==> src/design/acd_pkg.sv <==
// acd_pkg: types, field widths, register indexes and reset constants
// for the adaptive cull distance block
// no dependencies; compiled first
package acd_pkg;

    // fixed field widths
    localparam int POS_W      = 16;
    localparam int DIFF_W     = POS_W + 1;
    localparam int SQ_W       = 32;
    localparam int DIST_W     = SQ_W + 2;
    localparam int LEVEL_W    = 40;
    localparam int TARGET_W   = 10;
    localparam int MAXC_W     = 34;
    localparam int GAIN_W     = 16;
    localparam int CFG_IDX_W  = 2;
    localparam int CFG_DATA_W = 34;

    // near test: 10*dist + 10 <= 11*t, that is dist + 1 <= t + t/10 with exact t/10
    localparam int NEAR_SCALE       = 10;
    localparam int NEAR_LIMIT_SCALE = 11;

    // commands
    localparam logic CMD_OBJECT    = 1'b0;
    localparam logic CMD_FRAME_END = 1'b1;

    // register indexes
    localparam logic [CFG_IDX_W-1:0] CFG_TARGET_DRAWN = 2'd0;
    localparam logic [CFG_IDX_W-1:0] CFG_MAX_CULL     = 2'd1;
    localparam logic [CFG_IDX_W-1:0] CFG_DRAWN_GAIN   = 2'd2;
    localparam logic [CFG_IDX_W-1:0] CFG_SPREAD_GAIN  = 2'd3;

    // reset values
    localparam logic [TARGET_W-1:0] TARGET_RESET      = 10'd50;
    localparam logic [MAXC_W-1:0]   MAX_CULL_RESET    = 34'd100000000;
    localparam logic [GAIN_W-1:0]   DRAWN_GAIN_RESET  = 16'd33333;
    localparam logic [GAIN_W-1:0]   SPREAD_GAIN_RESET = 16'd50000;
    localparam logic [63:0]         CULL_RESET        = 64'd100000000;

    typedef struct packed {
        logic                    cmd;
        logic signed [POS_W-1:0] obj_x;
        logic signed [POS_W-1:0] obj_y;
        logic signed [POS_W-1:0] obj_z;
        logic signed [POS_W-1:0] ref_x;
        logic signed [POS_W-1:0] ref_y;
        logic signed [POS_W-1:0] ref_z;
        logic                    ref_present;
        logic                    time_stopped;
    } item_t;

    // distance compare outcome
    typedef struct packed {
        logic hit;
        logic near;
    } cmp_t;

endpackage

==> src/design/acd_update.sv <==
// acd_update: frame-end threshold correction from drawn and near counts,
// clamped at max_cull and saturated at the signed low bound; uses acd_pkg
module acd_update
    import acd_pkg::*;
#(
    parameter int COUNT_BITS = 10,
    parameter int CULL_BITS  = 40
) (
    input  logic signed [CULL_BITS-1:0] threshold,
    input  logic [COUNT_BITS-1:0]       drawn_count,
    input  logic [COUNT_BITS-1:0]       near_count,
    input  logic [TARGET_W-1:0]         target_drawn,
    input  logic [MAXC_W-1:0]           max_cull,
    input  logic [GAIN_W-1:0]           drawn_gain,
    input  logic [GAIN_W-1:0]           spread_gain,
    output logic signed [CULL_BITS-1:0] threshold_next
);

    localparam int CNT_W   = (COUNT_BITS > TARGET_W) ? COUNT_BITS : TARGET_W;
    localparam int ERR_W   = CNT_W + 1;
    localparam int PROD_W  = GAIN_W + 1 + ERR_W;
    localparam int DELTA_W = PROD_W + 1;
    localparam int SUM_W   = ((DELTA_W > CULL_BITS) ? DELTA_W : CULL_BITS) + 1;

    logic signed [ERR_W-1:0]     err_drawn, err_spread;
    logic signed [GAIN_W:0]      dg_s, sg_s;
    logic signed [PROD_W-1:0]    prod_drawn, prod_spread;
    logic signed [DELTA_W-1:0]   delta;
    logic signed [SUM_W-1:0]     diff, lo_w, mc_w;
    logic signed [CULL_BITS-1:0] low_bound;

    always_comb
    begin
        err_drawn  = $signed({1'b0, CNT_W'(drawn_count)}) - $signed({1'b0, CNT_W'(target_drawn)});
        err_spread = $signed({1'b0, CNT_W'(near_count)}) - $signed({1'b0, CNT_W'(drawn_count)});
        dg_s       = $signed({1'b0, drawn_gain});
        sg_s       = $signed({1'b0, spread_gain});

        prod_drawn  = PROD_W'(dg_s) * PROD_W'(err_drawn);
        prod_spread = PROD_W'(sg_s) * PROD_W'(err_spread);
        delta       = DELTA_W'(prod_drawn) + DELTA_W'(prod_spread);

        low_bound = {1'b1, {(CULL_BITS-1){1'b0}}};
        lo_w      = SUM_W'(low_bound);
        mc_w      = $signed({{(SUM_W-MAXC_W){1'b0}}, max_cull});
        diff      = SUM_W'(threshold) - SUM_W'(delta);

        priority if (diff < lo_w)
            threshold_next = low_bound;
        else if (diff > mc_w)
            threshold_next = $signed(CULL_BITS'(max_cull));
        else
            threshold_next = diff[CULL_BITS-1:0];
    end

endmodule
==> config.mk <==
export PLATFORM = sky130hd
export DESIGN_NAME = acd_update
export DESIGN_NICKNAME = d
export VERILOG_FILES = /design/src/design/acd_pkg.sv /design/src/design/acd_update.sv
export SDC_FILE = /design/constraint.sdc
export NUM_CORES = 1
export LEC_CHECK = 0
export BUFFER_PORTS_ARGS = -buffer_cell sky130_fd_sc_hd__buf_2
export CAP_MARGIN = 20
export CORE_MARGIN = 2
export CORE_UTILIZATION = 68
export DETAILED_ROUTE_END_ITERATION = 10
export MAX_ROUTING_LAYER = met4
export PLACE_DENSITY = 0.9
export SETUP_SLACK_MARGIN = 0.5
export SLEW_MARGIN = 20
export SYNTH_ARGS = -nofsm -noshare
export SYNTH_HDL_FRONTEND = slang
export SYNTH_SLANG_ARGS = --single-unit
==> constraint.sdc <==
create_clock -name vclk -period 33.1
set_input_delay 6.62 -clock vclk [all_inputs]
set_output_delay 6.62 -clock vclk [all_outputs]
set_load 0.005 [all_outputs]
### Word level (Yosys, flattened, before mapping)

Cells that the tools add are included.

| storage, ports and cells | value |
|---|---|
| flip-flop bits (word level) | 0 |
| output and inout bits | 40 |

| operators by class | value |
|---|---|
| add/sub/neg operators | 4 |
| $mul | 2 |
| magnitude comparators | 2 |
| multiplexer cells | 2 |

Operators by type and width:

| kind | number |
|---|---|
| 2-to-1 mux 40 bit | 2 |
| multiplier 17 x 11 -> 28 bit | 2 |
| > comparator 41 x 35 -> 1 bit | 1 |
| < comparator 41 x 40 -> 1 bit (second input constant) | 1 |
| subtractor 40 x 29 -> 41 bit | 1 |
| adder 28 x 28 -> 29 bit | 1 |
| subtractor 10 x 10 -> 11 bit | 2 |

### Depth between registers and ports, before layout

| depth | value |
|---|---|
| word-level depth | 7 |
| mapped depth | 54 |

### Least setup slack after synthesis

OpenSTA, ideal clock, no wires.

| timing | value |
|---|---|
| path kind | input port to output port |
| start | input drawn_count[0] |
| end | output threshold_next[32] |
| arrival | 17021 ps |
| required time | 26480 ps |
| path slack | 9459 ps |
| stages | 52 |
| buffers on the path | 5 |
| path through | inv_1 ha_1 inv_1 fa_1 a21o_1 a21oi_1 o21ai_0 a21oi_1 nand2b_1 a21boi_0 nor2_1 xnor2_1 clkbuf_1 nand2_1 fa_1 inv_1 fa_1 inv_1 (+16 left out) o21ai_0 a21oi_1 o221ai_1 xnor2_1 inv_1 ha_1 nand4_1 or4_1 a2bb2oi_1 o221ai_1 nor2_1 a211oi_1 or4b_1 buf_2 and2_4 buf_6 buf_6 o31ai_1 |

| between the ends | value |
|---|---|
| cells in the longest elaborated chain, start to end | 7 |

RTL lines:

| item | RTL line | text |
|---|---|---|
| start: declaration | acd_update.sv:10 | `input logic [COUNT_BITS-1:0] drawn_count,` |
| subtractor 10 x 10 -> 11 bit (on tied branches) | acd_update.sv:34, acd_update.sv:35 |  |
| multiplier 17 x 11 -> 28 bit (on tied branches) | acd_update.sv:39, acd_update.sv:40 |  |
| adder 28 x 28 -> 29 bit * | acd_update.sv:41 | `delta = DELTA_W'(prod_drawn) + DELTA_W'(prod_spread);` |
| subtractor 40 x 29 -> 41 bit * | acd_update.sv:46 | `diff = SUM_W'(threshold) - SUM_W'(delta);` |
| > comparator 41 x 35 -> 1 bit | acd_update.sv:50 | `else if (diff > mc_w)` |
| 2-to-1 mux 40 bit | acd_update.sv:50 |  |
| 2-to-1 mux 40 bit * | acd_update.sv:48 | `priority if (diff < lo_w)` |
| end: declaration | acd_update.sv:16 | `output logic signed [CULL_BITS-1:0] threshold_next` |

Every way passes the cells marked *; elsewhere a longest branch is shown, timed or not.

### Worst setup path in the final report

| timing | value |
|---|---|
| start | input target_drawn[1] |
| end | output threshold_next[15] |

| between the ends | value |
|---|---|
| cells in the longest elaborated chain, start to end | 7 |

RTL lines:

| item | RTL line | text |
|---|---|---|
| start: declaration | acd_update.sv:12 | `input logic [TARGET_W-1:0] target_drawn,` |
| subtractor 10 x 10 -> 11 bit * | acd_update.sv:34 | `err_drawn = $signed({1'b0, CNT_W'(drawn_count)}) - $signed({1'b0, CNT_W'(target_drawn)});` |
| multiplier 17 x 11 -> 28 bit * | acd_update.sv:39 | `prod_drawn = PROD_W'(dg_s) * PROD_W'(err_drawn);` |
| adder 28 x 28 -> 29 bit * | acd_update.sv:41 |  |
| subtractor 40 x 29 -> 41 bit * | acd_update.sv:46 |  |
| > comparator 41 x 35 -> 1 bit | acd_update.sv:50 |  |
| 2-to-1 mux 40 bit | acd_update.sv:50 |  |
| 2-to-1 mux 40 bit * | acd_update.sv:48 |  |

Marks and branches as above.

==> reports/metrics.yaml <==
clock_tree:
  cts_setup_buffers: 0
  holdBufCountCts: 0
  post_cts_resized: 0
global_route:
  grtUsageTotal_pct: 34.6
  antenna_found_initial: 2
  grt_first_pass_wirelength_microns: 71600
  grt_pass1_vias: 15514
  gr-total-overflow: 0
  grt_max_degree: 66
timing:
  finalSetupViolations: 0
  rsz0062_at_grt: "no"
  fin_setup_tns_ns: 0
  tightest_slew_ns: 1.03
  hold_viol_final: 0
  slew_viol_final: 0
  slew_headroom_pct: 31.0
  min_period_ns: 25.28
  fmax_mhz: 39.6
  fin_crit_sh_pct: 76.4
cells_and_area:
  seq_cells: 0
  fin_nets: 2904
  register_area_sq_um: 0
  areaGrowthSynthToFinish_pct: 6.09
  fillers: 1825
  drive_gt1_share_pct: 9.24
  clock_buffers: 0
placed_design:
  hpwl_microns: 37200
  place.gp.congestion: 0.944
  portBuffers: 176
routing:
  vias: 14584
  wl_met1_microns: 15600
  dr.pass1.iters: 7
  dr_wl_met3_microns: 3140
  drt_iter0_drc: 1010
  wirelength_microns: 43000
  ant_nets: 0
  drc: 0
  top_layer_used: "met4"
  wl_met2_microns: 22000
  via_per_inst: 5.79
  avgRoutedWirePerCell_microns: 17.1
logic_synthesis:
  synth_area_sq_um: 17200
  netlist_instances: 2093
  yosys.area.top_type_share_pct: 39.3
  synthTopCellsByArea: "fa_1 (39%), ha_1 (18%), inv_1 (12%)"
  syn_nets: 2808
  yosys_warnings: 0
  syn_area_per_cell_sq_um: 8.20
  synth_top_cell_by_area: "fa_1"
  synth_common_cells: "inv_1 (540), fa_1 (337), ha_1 (242)"
  netlist-cell-type-count: 59
  synth.most_common_cell: "inv_1"
  ys_seq_area_share_pct: 0
worst_setup_path:
  slowest_stage: "a2111oi_0"
  end_kind: "primary output"
  crit_type: "in2out"
  crit_top_cell: "fa_1"
  crit_path_max_fanout: 34
  crit_path_start_kind: "input pin"
  cp.arrival_ns: 18.66
  cp.required_ns: 26.48
  max_stage_delay_ns: 0.80
die:
  core_sq_um: 25000
  die_h_microns: 163
  io_pins: 176
  die_x_microns: 163
  fp-row-count: 58
  start_util_pct: 68.8
  fp.dieArea_sq_um: 26500
worst_hold_path:
  min_path_type: "in2out"
  holdCritStartpoint: "max_cull[29]"
  hold_path_end: "threshold_next[29]"
  hold_depth: 4
flow_run:
  cap_violations: 0
status:
  status: "complete, no violations"
[per-stage QoR]
step                hold slack (ns)  instances  utilization [%]  worst slack, ns  area [sq um]
global placement              13.55       2516             72.8             8.35         18200
finish                        13.55       2519             73.0             7.82         18200
detailed placement            13.55       2516             72.8             7.87         18200
CTS                           13.55       2516             72.8             7.82         18200
global route                  13.57       2519             73.0             6.88         18200
floorplan                     13.35       2093                -             9.46         17200
[layout make-up]
class | count | area [sq um] | area share [%]
antenna | 2 | 5.00 | 0.0275
multi-input combinational | 1464 | 14800 | 81.5
inverter | 540 | 2030 | 11.1
timing repair buffer | 183 | 933 | 5.12
tap | 330 | 413 | 2.27
[critical path, delay by kind of cell]
kind | cells | cell delay (ns)
xor gates and xnor gates | 1 | 0.18
buffers and inverters | 7 | 0.68
adders and majority gates | 10 | 4.37
AOI/OAI and AO/OA | 14 | 3.53
and+or+nand+nor | 12 | 3.25
[cell families after synthesis]
logic type	after synthesis	synth area share, %
AO/OA/AOI/OAI	262	9.40
adder cells (fa/ha/maj)	579	56.9
buffers and inverters	629	13.9
multiplexers	3	0.175
XOR/XNOR	51	2.60
AND/OR/NAND/NOR	569	17.0
[worst max-delay path by stage]
stage	start	to	depth (start not counted)
3_5_place_dp	target_drawn[1]	threshold_next[15]	48
5_1_grt	target_drawn[1]	threshold_next[17]	46
4_1_cts	target_drawn[1]	threshold_next[15]	48
6_report	target_drawn[1]	threshold_next[15]	44
3_3_place_gp	drawn_count[0]	threshold_next[32]	50
2_1_floorplan	drawn_count[0]	threshold_next[32]	52
[routing by layer]
layer  GRT usage [%]  vias up
met1            41.1     7155
met5               -        -
met4            16.1        0
met2            59.4      697
met3            3.82      187
li1                -     6545
[cell usage in the layout, fill, tap and decap left out, types with 4 or more instances in the layout]
| master | count |
|---|---|
| inv_1 | 540 |
| fa_1 | 337 |
| ha_1 | 242 |
| and2_1 | 194 |
| buf_2 | 176 |
| nand2_1 | 142 |
| o21ai_0 | 89 |
| nor2_1 | 88 |
| a21oi_1 | 56 |
| nand3_1 | 45 |
| nor2b_1 | 33 |
| a21o_1 | 29 |
| xnor2_1 | 27 |
| xor2_1 | 20 |
| nand4_1 | 17 |
| nand2b_1 | 13 |
| o21a_1 | 12 |
| a21boi_0 | 10 |
| nor3_1 | 8 |
| a31oi_1 | 8 |
| o21ai_1 | 7 |
| o31ai_1 | 7 |
| buf_4 | 7 |
| o21bai_1 | 6 |
| or2_2 | 5 |
| nor2_2 | 5 |
| and3_1 | 5 |
| a211oi_1 | 5 |
| o211ai_1 | 4 |
| a221oi_1 | 4 |
Power is not shown: default switching activity piles up to over one toggle a cycle in this logic, so the estimate is an artifact.
